$ cat config.mk
export PLATFORM = sky130hd
export DESIGN_NAME = serial_frame_receiver_sum_check
export DESIGN_NICKNAME = d
export VERILOG_FILES = /design/src/hdl/sfr_pkg.sv /design/src/hdl/sfr_cfg_regs.sv /design/src/hdl/sfr_parser.sv /design/src/hdl/sfr_out_skid.sv /design/src/hdl/serial_frame_receiver_sum_check.sv
export SDC_FILE = /design/constraint.sdc
export NUM_CORES = 1
export LEC_CHECK = 0
export ABC_AREA = 0
export BUFFER_PORTS_ARGS = -buffer_cell sky130_fd_sc_hd__buf_2
export CORE_MARGIN = 4
export CORE_UTILIZATION = 45
export CTS_BUF_LIST = sky130_fd_sc_hd__clkbuf_8
export DETAILED_ROUTE_END_ITERATION = 16
export GPL_ROUTABILITY_DRIVEN = 0
export GPL_TIMING_DRIVEN = 0
export HOLD_SLACK_MARGIN = 0.1
export PLACE_DENSITY = 0.67
export RECOVER_POWER = 25
export SETUP_SLACK_MARGIN = 0.2
export SLEW_MARGIN = 20
export SYNTH_ARGS = -nofsm -noshare
export SYNTH_HDL_FRONTEND = slang
export SYNTH_SLANG_ARGS = --single-unit
$ cat constraint.sdc
create_clock -name clk -period 9.2 [get_ports clk]
set_input_delay 0.46 -clock clk [delete_from_list [all_inputs] [get_ports clk]]
set_output_delay 0.46 -clock clk [all_outputs]
set_load 0.05 [all_outputs]
$ cat src/hdl/sfr_pkg.sv
`timescale 1ns / 1ps

package sfr_pkg;

	localparam int unsigned ByteW = 8;
	localparam int unsigned AddrW = 3;
	localparam int unsigned DataW = 32;

	localparam logic [ByteW-1:0] HeadByteReset  = 8'd90;
	localparam logic [ByteW-1:0] MaxLengthReset = 8'd64;

	typedef enum logic [1:0] {
		ST_PAYLOAD = 2'd0,
		ST_OK      = 2'd1,
		ST_SUMERR  = 2'd2,
		ST_LENERR  = 2'd3
	} status_t;

	typedef enum logic {
		REG_HEAD_BYTE  = 1'b0,
		REG_MAX_LENGTH = 1'b1
	} reg_idx_t;

	typedef struct packed {
		logic [ByteW-1:0] head_byte;
		logic [ByteW-1:0] max_length;
	} cfg_t;

	typedef struct packed {
		logic             frame_end;
		status_t          status;
		logic [ByteW-1:0] frame_length;
		logic [ByteW-1:0] command;
		logic [ByteW-1:0] byte_index;
		logic [ByteW-1:0] out_byte;
	} result_t;

endpackage

$ cat src/hdl/sfr_cfg_regs.sv
`timescale 1ns / 1ps

module sfr_cfg_regs (
	input  logic                      clk,
	input  logic                      arst_n,
	input  logic                      psel,
	input  logic                      penable,
	input  logic                      pwrite,
	input  logic [sfr_pkg::AddrW-1:0] paddr,
	input  logic [sfr_pkg::DataW-1:0] pwdata,
	output logic [sfr_pkg::DataW-1:0] prdata,
	output logic                      pready,
	output sfr_pkg::cfg_t             cfg
);

	sfr_pkg::cfg_t    cfg_q;
	sfr_pkg::reg_idx_t idx;
	logic             wr_en;

	assign pready = 1'b1;
	assign idx    = sfr_pkg::reg_idx_t'(paddr[2]);
	assign wr_en  = psel && penable && pwrite && pready;

	always_ff @(posedge clk or negedge arst_n) begin
		if (!arst_n) begin
			cfg_q.head_byte  <= sfr_pkg::HeadByteReset;
			cfg_q.max_length <= sfr_pkg::MaxLengthReset;
		end else if (wr_en) begin
			case (idx)
				sfr_pkg::REG_HEAD_BYTE:  cfg_q.head_byte  <= pwdata[sfr_pkg::ByteW-1:0];
				sfr_pkg::REG_MAX_LENGTH: cfg_q.max_length <= pwdata[sfr_pkg::ByteW-1:0];
				default: ;
			endcase
		end
	end

	always_comb begin
		case (idx)
			sfr_pkg::REG_HEAD_BYTE:
				prdata = {{(sfr_pkg::DataW-sfr_pkg::ByteW){1'b0}}, cfg_q.head_byte};
			sfr_pkg::REG_MAX_LENGTH:
				prdata = {{(sfr_pkg::DataW-sfr_pkg::ByteW){1'b0}}, cfg_q.max_length};
			default:
				prdata = '0;
		endcase
	end

	assign cfg = cfg_q;

endmodule

$ cat src/hdl/sfr_parser.sv
`timescale 1ns / 1ps

module sfr_parser (
	input  logic                      clk,
	input  logic                      arst_n,
	input  logic                      accept,
	input  logic [sfr_pkg::ByteW-1:0] rx_byte,
	input  sfr_pkg::cfg_t             cfg,
	output logic                      res_valid,
	output sfr_pkg::result_t          res
);

	typedef enum logic [2:0] {
		PH_HUNT = 3'd0,
		PH_CMD  = 3'd1,
		PH_LEN  = 3'd2,
		PH_DATA = 3'd3,
		PH_SUM  = 3'd4
	} phase_t;

	phase_t                    phase_q, phase_d;
	logic [sfr_pkg::ByteW-1:0] sum_q, sum_d;
	logic [sfr_pkg::ByteW-1:0] count_q, count_d;
	logic [sfr_pkg::ByteW-1:0] exp_len_q, exp_len_d;
	logic [sfr_pkg::ByteW-1:0] command_q, command_d;
	logic [sfr_pkg::ByteW-1:0] count_inc;

	assign count_inc = count_q + 8'd1;

	always_comb begin
		phase_d   = phase_q;
		sum_d     = sum_q;
		count_d   = count_q;
		exp_len_d = exp_len_q;
		command_d = command_q;
		res_valid = 1'b0;
		res.out_byte     = rx_byte;
		res.byte_index   = '0;
		res.command      = command_q;
		res.frame_length = exp_len_q;
		res.status       = sfr_pkg::ST_PAYLOAD;
		res.frame_end    = 1'b0;
		case (phase_q)
			PH_CMD: begin
				command_d = rx_byte;
				sum_d     = sum_q + rx_byte;
				phase_d   = PH_LEN;
			end
			PH_LEN: begin
				if (rx_byte <= cfg.max_length) begin
					exp_len_d = rx_byte;
					count_d   = '0;
					sum_d     = sum_q + rx_byte;
					phase_d   = (rx_byte == '0) ? PH_SUM : PH_DATA;
				end else begin
					res_valid        = 1'b1;
					res.frame_length = rx_byte;
					res.status       = sfr_pkg::ST_LENERR;
					res.frame_end    = 1'b1;
					sum_d            = '0;
					phase_d          = PH_HUNT;
				end
			end
			PH_DATA: begin
				res_valid      = 1'b1;
				res.byte_index = count_q;
				sum_d          = sum_q + rx_byte;
				count_d        = count_inc;
				if (count_inc == exp_len_q) begin
					phase_d = PH_SUM;
				end
			end
			PH_SUM: begin
				res_valid     = 1'b1;
				res.status    = (sum_q == rx_byte) ? sfr_pkg::ST_OK : sfr_pkg::ST_SUMERR;
				res.frame_end = 1'b1;
				sum_d         = '0;
				phase_d       = PH_HUNT;
			end
			default: begin
				if (rx_byte == cfg.head_byte) begin
					sum_d   = rx_byte;
					phase_d = PH_CMD;
				end else begin
					sum_d   = '0;
					phase_d = PH_HUNT;
				end
			end
		endcase
		res_valid = res_valid && accept;
	end

	always_ff @(posedge clk or negedge arst_n) begin
		if (!arst_n) begin
			phase_q   <= PH_HUNT;
			sum_q     <= '0;
			count_q   <= '0;
			exp_len_q <= '0;
			command_q <= '0;
		end else if (accept) begin
			phase_q   <= phase_d;
			sum_q     <= sum_d;
			count_q   <= count_d;
			exp_len_q <= exp_len_d;
			command_q <= command_d;
		end
	end

endmodule

$ cat src/hdl/sfr_out_skid.sv
`timescale 1ns / 1ps

module sfr_out_skid (
	input  logic             clk,
	input  logic             arst_n,
	input  logic             in_valid,
	input  sfr_pkg::result_t in_data,
	output logic             in_ready,
	output logic             out_valid,
	input  logic             out_ready,
	output sfr_pkg::result_t out_data
);

	logic             out_valid_q;
	logic             skid_valid_q;
	sfr_pkg::result_t out_data_q;
	sfr_pkg::result_t skid_data_q;
	logic             advance;

	assign advance  = !out_valid_q || out_ready;
	assign in_ready = !skid_valid_q;

	always_ff @(posedge clk or negedge arst_n) begin
		if (!arst_n) begin
			out_valid_q  <= 1'b0;
			skid_valid_q <= 1'b0;
		end else if (advance) begin
			out_valid_q  <= skid_valid_q || in_valid;
			skid_valid_q <= 1'b0;
		end else if (in_valid) begin
			skid_valid_q <= 1'b1;
		end
	end

	always_ff @(posedge clk) begin
		if (advance) begin
			out_data_q <= skid_valid_q ? skid_data_q : in_data;
		end else if (in_valid && !skid_valid_q) begin
			skid_data_q <= in_data;
		end
	end

	assign out_valid = out_valid_q;
	assign out_data  = out_data_q;

endmodule

$ cat src/hdl/serial_frame_receiver_sum_check.sv
`timescale 1ns / 1ps

// Frame receiver for a byte stream laid out as head byte, command, length,
// payload and an additive checksum. One byte is taken per clock cycle while
// s_tready is high; the parser state updates when a byte is accepted and its
// result, if any, is registered in the output buffer. This two-entry buffer keeps
// s_tready high until two results are waiting, so the input stalls only when
// the consumer holds m_tready low. Payload bytes come out with status 0 and
// their index; the checksum byte or an oversized length closes the frame with
// m_tlast set. Registers head_byte (address 0) and max_length (address 4)
// reset to 90 and 64 and should be written only while the link is idle.

module serial_frame_receiver_sum_check (
	input  logic                      clk,
	input  logic                      arst_n,
	input  logic                      psel,
	input  logic                      penable,
	input  logic                      pwrite,
	input  logic [sfr_pkg::AddrW-1:0] paddr,
	input  logic [sfr_pkg::DataW-1:0] pwdata,
	output logic [sfr_pkg::DataW-1:0] prdata,
	output logic                      pready,
	input  logic                      s_tvalid,
	output logic                      s_tready,
	input  logic [7:0]                s_tdata,  // rx_byte
	output logic                      m_tvalid,
	input  logic                      m_tready,
	output logic [31:0]               m_tdata,  // out_byte, byte_index, command, frame_length
	output logic [1:0]                m_tuser,  // status
	output logic                      m_tlast
);

	sfr_pkg::cfg_t    cfg;
	sfr_pkg::result_t res;
	sfr_pkg::result_t out_res;
	logic             res_valid;
	logic             accept;

	assign accept = s_tvalid && s_tready;

	sfr_cfg_regs u_cfg (
		.clk     (clk),
		.arst_n  (arst_n),
		.psel    (psel),
		.penable (penable),
		.pwrite  (pwrite),
		.paddr   (paddr),
		.pwdata  (pwdata),
		.prdata  (prdata),
		.pready  (pready),
		.cfg     (cfg)
	);

	sfr_parser u_parser (
		.clk       (clk),
		.arst_n    (arst_n),
		.accept    (accept),
		.rx_byte   (s_tdata),
		.cfg       (cfg),
		.res_valid (res_valid),
		.res       (res)
	);

	sfr_out_skid u_out (
		.clk       (clk),
		.arst_n    (arst_n),
		.in_valid  (res_valid),
		.in_data   (res),
		.in_ready  (s_tready),
		.out_valid (m_tvalid),
		.out_ready (m_tready),
		.out_data  (out_res)
	);

	assign m_tdata = {out_res.frame_length, out_res.command, out_res.byte_index,
		out_res.out_byte};
	assign m_tuser = out_res.status;
	assign m_tlast = out_res.frame_end;

endmodule
Word level (Yosys, flattened, before mapping)
Cells that the tools add are included.
Widths: inputs -> output; s select.
{ "word_totals": {"elab_cells": 77, "ff_bits": 123, "inputBits": 50, "out_inout_bits": 70} }
{ "classes": {"reduce_logical": 21, "bitwise": 2, "n_mux": 21, "n_eq_ne": 9, "magnitude_cmp": 1, "add_sub_neg": 2} }
{ "ops": {"columns": ["cell", "count"], "rows": [
  ["$pmux 32 s2", 1],
  ["$mux 8", 5],
  ["$mux 35", 1],
  ["$eq 8x8->1", 3],
  ["$pmux 8 s3", 1],
  ["$pmux 8 s2", 1],
  ["$pmux 3 s4", 1],
  ["$mux 11", 1],
  ["$reduce_and 2->1", 5],
  ["$mux 3", 3],
  ["$add 8x1->8 const B", 1],
  ["$add 8x8->8", 1],
  ["$le 8x8->1", 1],
  ["$logic_not 8->1", 1],
  ["$eq 3x2->1 const B", 2],
  ["$pmux 3 s2", 1],
  ["$reduce_and 3->1", 2],
  ["$logic_and 1x1->1", 5],
  ["$mux 1", 4],
  ["$ne 2x1->1 const B", 2],
  ["$reduce_bool 2->1", 2],
  ["$reduce_or 2->1", 2],
  ["$eq 3x1->1 const B", 1],
  ["$eq 3x3->1 const B", 1],
  ["5 further kinds", 8]
]} }

Depth between registers and ports, before layout
{ "logic_depth": {"depth_word": 6, "depth_mapped": 9, "depth_no_buf": 9} }

By module
A second synthesis with hierarchy kept.
{ "hier_totals": {"hier_cells": 469, "hier_area_um2": 6291.0} }
{ "by_module_without_submodules": {"columns": ["mod", "seq_area_each_um2", "area_per_inst_um2", "instances", "cells_each"], "rows": [
  ["sfr_parser", 875.8, 2678.8, 1, 281],
  ["sfr_out_skid", 2152.1, 2677.6, 1, 117],
  ["sfr_cfg_regs", 406.6, 928.4, 1, 70],
  ["serial_frame_receiver_sum_check", 0.0, 6.3, 1, 1]
]} }

Worst setup path before layout
OpenSTA, ideal clock, no wires.
{ "synth_timing": {"path_type": "register to register", "start": "register u_cfg.cfg_q (netlist bit u_cfg.cfg[6])", "end": "register u_out.skid_data_q[0] (netlist name), enable pin", "t_required_ns": 8.804, "path_stages_with_launch": 9, "n_path_buf": 1, "synth_period_minus_slack_ns": 3.077, "path_slack_ns": 6.123, "arrival_time_ns": 2.682, "setup_time_ns": 0.396, "path_cell_list": "dfstp_2 > inv_1 > ha_1 > nand4_1 > a211o_1 > a21bo_4 > buf_6 > a31oi_1 > and2_1"} }
{ "synth_between": {"elab_chain_cells": 6} }
{ "synth_rtl": {"columns": ["element", "line_no", "source"], "rows": [
  ["from (decl)", "sfr_cfg_regs.sv:16", "sfr_pkg::cfg_t cfg_q;"],
  ["$le 8x8->1", "sfr_parser.sv:50", "if (rx_byte <= cfg.max_length) begin"],
  ["$mux 1", "sfr_parser.sv:50", null],
  ["$pmux 1 s2", "sfr_parser.sv:43", "case (phase_q)"],
  ["$logic_and 1x1->1", "sfr_parser.sv:90", "res_valid = res_valid && accept;"],
  ["$logic_and 1x1->1", "sfr_out_skid.sv:38", "end else if (in_valid && !skid_valid_q) begin"],
  ["$reduce_and 2->1 (no line)", null, null],
  ["to (signal assigned)", "sfr_out_skid.sv:39", "skid_data_q <= in_data;"],
  ["to (decl)", "sfr_out_skid.sv:17", "sfr_pkg::result_t skid_data_q;"]
]} }
Every way passes these cells.
A chain may end at the register's enable or synchronous reset.

==> reports/results.tsv <==
stage	metric	value	unit
cells_and_area	multi_input_area	0.00247	mm^2
clock_network	clkSlewWorstSetupHoldPaths	0.08	ns
cells_and_area	final_net_count	667	
clock_network	worstSkewPairLatency	0.45	ns
power_and_ir_drop	vdd_drop_max	0.000112	V
sta	clock_skew	0.0108	ns
drt	drc	0	
cells_and_area	drive_above_1_share	33.3	%
logic_synthesis	ys_warn_count	0	
die	initial_utilization	46.1	%
worst_setup_path	cp_max_fo	53	
sta	period_share	35.6	%
place	port_buffers	67	
clock_network	cts_inserted_buffers	17	
logic_synthesis	ys_ff_latch	123	
logic_synthesis	synth_area	0.00616	mm^2
sta	period_minus_slack	3.28	ns
drt	wirelength	12900	um
sta	drv_slew	54	
cells_and_area	layout_common_cells	edfxtp_1 (70), mux2_2 (66), buf_2 (61)	
job	max_cap_violations	1	
sta	hold_viol	0	
place	dp_hpwl	9220	um
logic_synthesis	synth.distinct_cells	53	
clock_network	clock-root-buffer	clkbuf_8	
clock_network	cts_max_level	4	
die	dieWidth	125	um
logic_synthesis	synth_top_cell_by_area	edfxtp_1	
drt	drt_iter0_markers	400	
die	die-area	0.0156	mm^2
sta	maxSlewHeadroom	-102	%
clock_network	post_cts_buffers	0	
global_route	grt_pass1_vias	4241	
global_route	grt_max_degree	54	
drt	viasPerCell	5.22	
die	io_pins	120	
cells_and_area	area_growth	17.2	%
logic_synthesis	syn_inst	489	
global_route	grt_antenna_before_repair	0	
drt	ant_nets	0	
clock_network	cts_sinks	123	
worst_setup_path	crit_chain	dlygate4sd3_1 -> clkbuf_1	
worst_setup_path	cp_top_family	buffers and inverters	
sta	fmax	305	MHz
power_and_ir_drop	p_leak	0.00312	uW
cells_and_area	fillCellCount	1174	
die	core-area	0.0133	mm^2
global_route	grt.total_usage	17.4	%
global_route	grt_pass1_wl	21700	um
worst_setup_path	crit_arrival	3.16	ns
worst_setup_path	slowest_stage	clkbuf_1	
cells_and_area	finish.instance_area	0.00722	mm^2
drt	first_pass_iters	5	
logic_synthesis	ys_seq_area_share	55.8	%
clock_network	clock_path_buffers	2	
worst_setup_path	critPathRequiredTime	9.08	ns
run_status	outcome	finished, violations left	
sta	fin_tns_setup	0	ns
logic_synthesis	synthTopCellsByArea	edfxtp_1 (34%), dfrtp_1 (20%), mux2_2 (12%), ha_1 (3.3%), buf_4 (3.0%)	
sta	setup_viol	0	
worst_setup_path	worstSetupEndpointType	asynchronous set/reset pin	
power_and_ir_drop	p_per_area	331	mW/mm^2
global_route	overflow	0	
cells_and_area	diodes	0	
run_status	violations	capacitance limit, slew limit	
sta	tightest_slew	3.04	ns
worst_setup_path	critPathBufInv	2	
logic_synthesis	synth_top_area_share	34.1	%
drt	wire_per_inst	16.4	um
worst_setup_path	start_kind	input pin	
worst_hold_path	hold_class	input pin to flop	
logic_synthesis	synthFlopType	edfxtp_1	
worst_setup_path	critical_path.max_stage_delay	2.13	ns
cells_and_area	seq_area	0.00343	mm^2
die	core.rowCount	42	
logic_synthesis	ys_async_sr_fraction	43.1	%
die	die_h	125	um
drt	vias	4117	
logic_synthesis	avgSynthCellArea	12.6	um^2
logic_synthesis	synth_edf_count	70	
sta	rsz0062_at_grt	false	
cells_and_area	final_common_cell	edfxtp_1	
place	place_area	0.00683	mm^2
worst_setup_path	criticalPathCategory	input pin to asynchronous set/reset pin	
clock_network	cts_tree	built	
==> cell type report <==
cell class                 count  share of cell area [%]
buffer                        46                    3.85
clock buffer                  17                    3.24
clock inverter                15                    2.24
inverter                      18                   0.936
multi-input combinational    325                    34.2
sequential                   123                    47.6
tap                          176                    3.05
timing repair buffer          69                    4.91
==> logic make-up (layout without fill, tap and decap cells) <==
group / count (synthesis) / in the layout / share of synthesized area (%)
DFF: 123 / 123 / 55.8
buffers and inverters: 64 / 165 / 5.61
xor gates and xnor gates: 22 / 22 / 3.13
other: 2 / 25 / 0.122
muxes: 76 / 76 / 14.5
AOI/OAI and AO/OA: 77 / 77 / 8.49
adders and majority gates: 17 / 17 / 3.58
and+or+nand+nor: 108 / 108 / 8.82
==> cell usage after synthesis, types with 3 or more instances <==
library cell,number
inv_1,18
nand3_1,11
o31ai_1,10
dfrtp_1,48
o21ai_0,22
a21oi_1,9
nand4_1,4
xnor2_1,9
buf_2,3
a31oi_1,7
a31o_2,5
and2_1,5
edfxtp_1,70
nor2_1,18
buf_4,25
mux2_4,10
dfstp_2,5
nor2b_1,9
mux2_2,66
nand2_1,32
o211ai_1,3
ha_1,16
clkbuf_1,15
nor3_1,3
xor2_1,13
and3_1,12
nor4_1,6
==> final timing paths <==
check	startpoint	endpoint	slack, ns	depth (start not counted)
worst min register to register	u_parser.command_q[7]	u_out.skid_data_q[23]	0.47	0
worst max-delay path	arst_n	u_parser.command_q[0]	5.92	2
worst max register to register	u_cfg.cfg[6]	u_out.skid_data_q[8]	6.42	9
min in group asynchronous	arst_n	u_cfg.cfg[1]	1.56	2
max in group clk	s_tdata[5]	u_out.skid_data_q[8]	6.40	10
worst min-delay path	pwdata[5]	u_cfg.cfg[5]	0.25	2
==> flip-flops by register name, summed over array words and instances, names as in the netlist <==
signal / cells
u_out.skid_valid_q: 1
u_parser.phase_q: 3
u_parser.count_q: 8
u_cfg.cfg: 16
u_parser.exp_len_q: 8
u_out.out_valid: 1
u_parser.command_q: 8
u_out.skid_data_q: 35
u_out.out_data: 35
u_parser.sum_q: 8
==> metal layers <==
layer	share of wire, %	routed length (um)	track usage (%)
met4	1.4	176	5.87
met2	46	6010	27.6
met3	7.3	951	5.07
met1	45	5810	23.0
met5	0	0	0
==> report_power, final <==
group | switching [uW] | internal (uW)
logic | 652 | 353
clock network | 216 | 264
registers | 92.1 | 814
==> metrics by stage <==
step | hold slack [ns] | utilization, % | instances | total power, uW | worst slack (ns)
global route | 0.217 | 54.1 | 789 | 2530 | 5.32
global placement | 0.453 | 51.0 | 755 | 1890 | 5.42
floorplan | 0.164 | - | 512 | 1690 | 6.12
detailed placement | 0.457 | 51.1 | 756 | 1920 | 6.22
CTS | 0.231 | 54.2 | 789 | 2410 | 6.37
finish | 0.250 | 54.1 | 789 | 2390 | 5.92
==> repair_timing <==
item                      4_1_cts  5_1_grt
gates resized for setup         0        0
hold buffers                    1        0
hold endpoints to repair       48        0
Power figures use the tool's default switching activity.
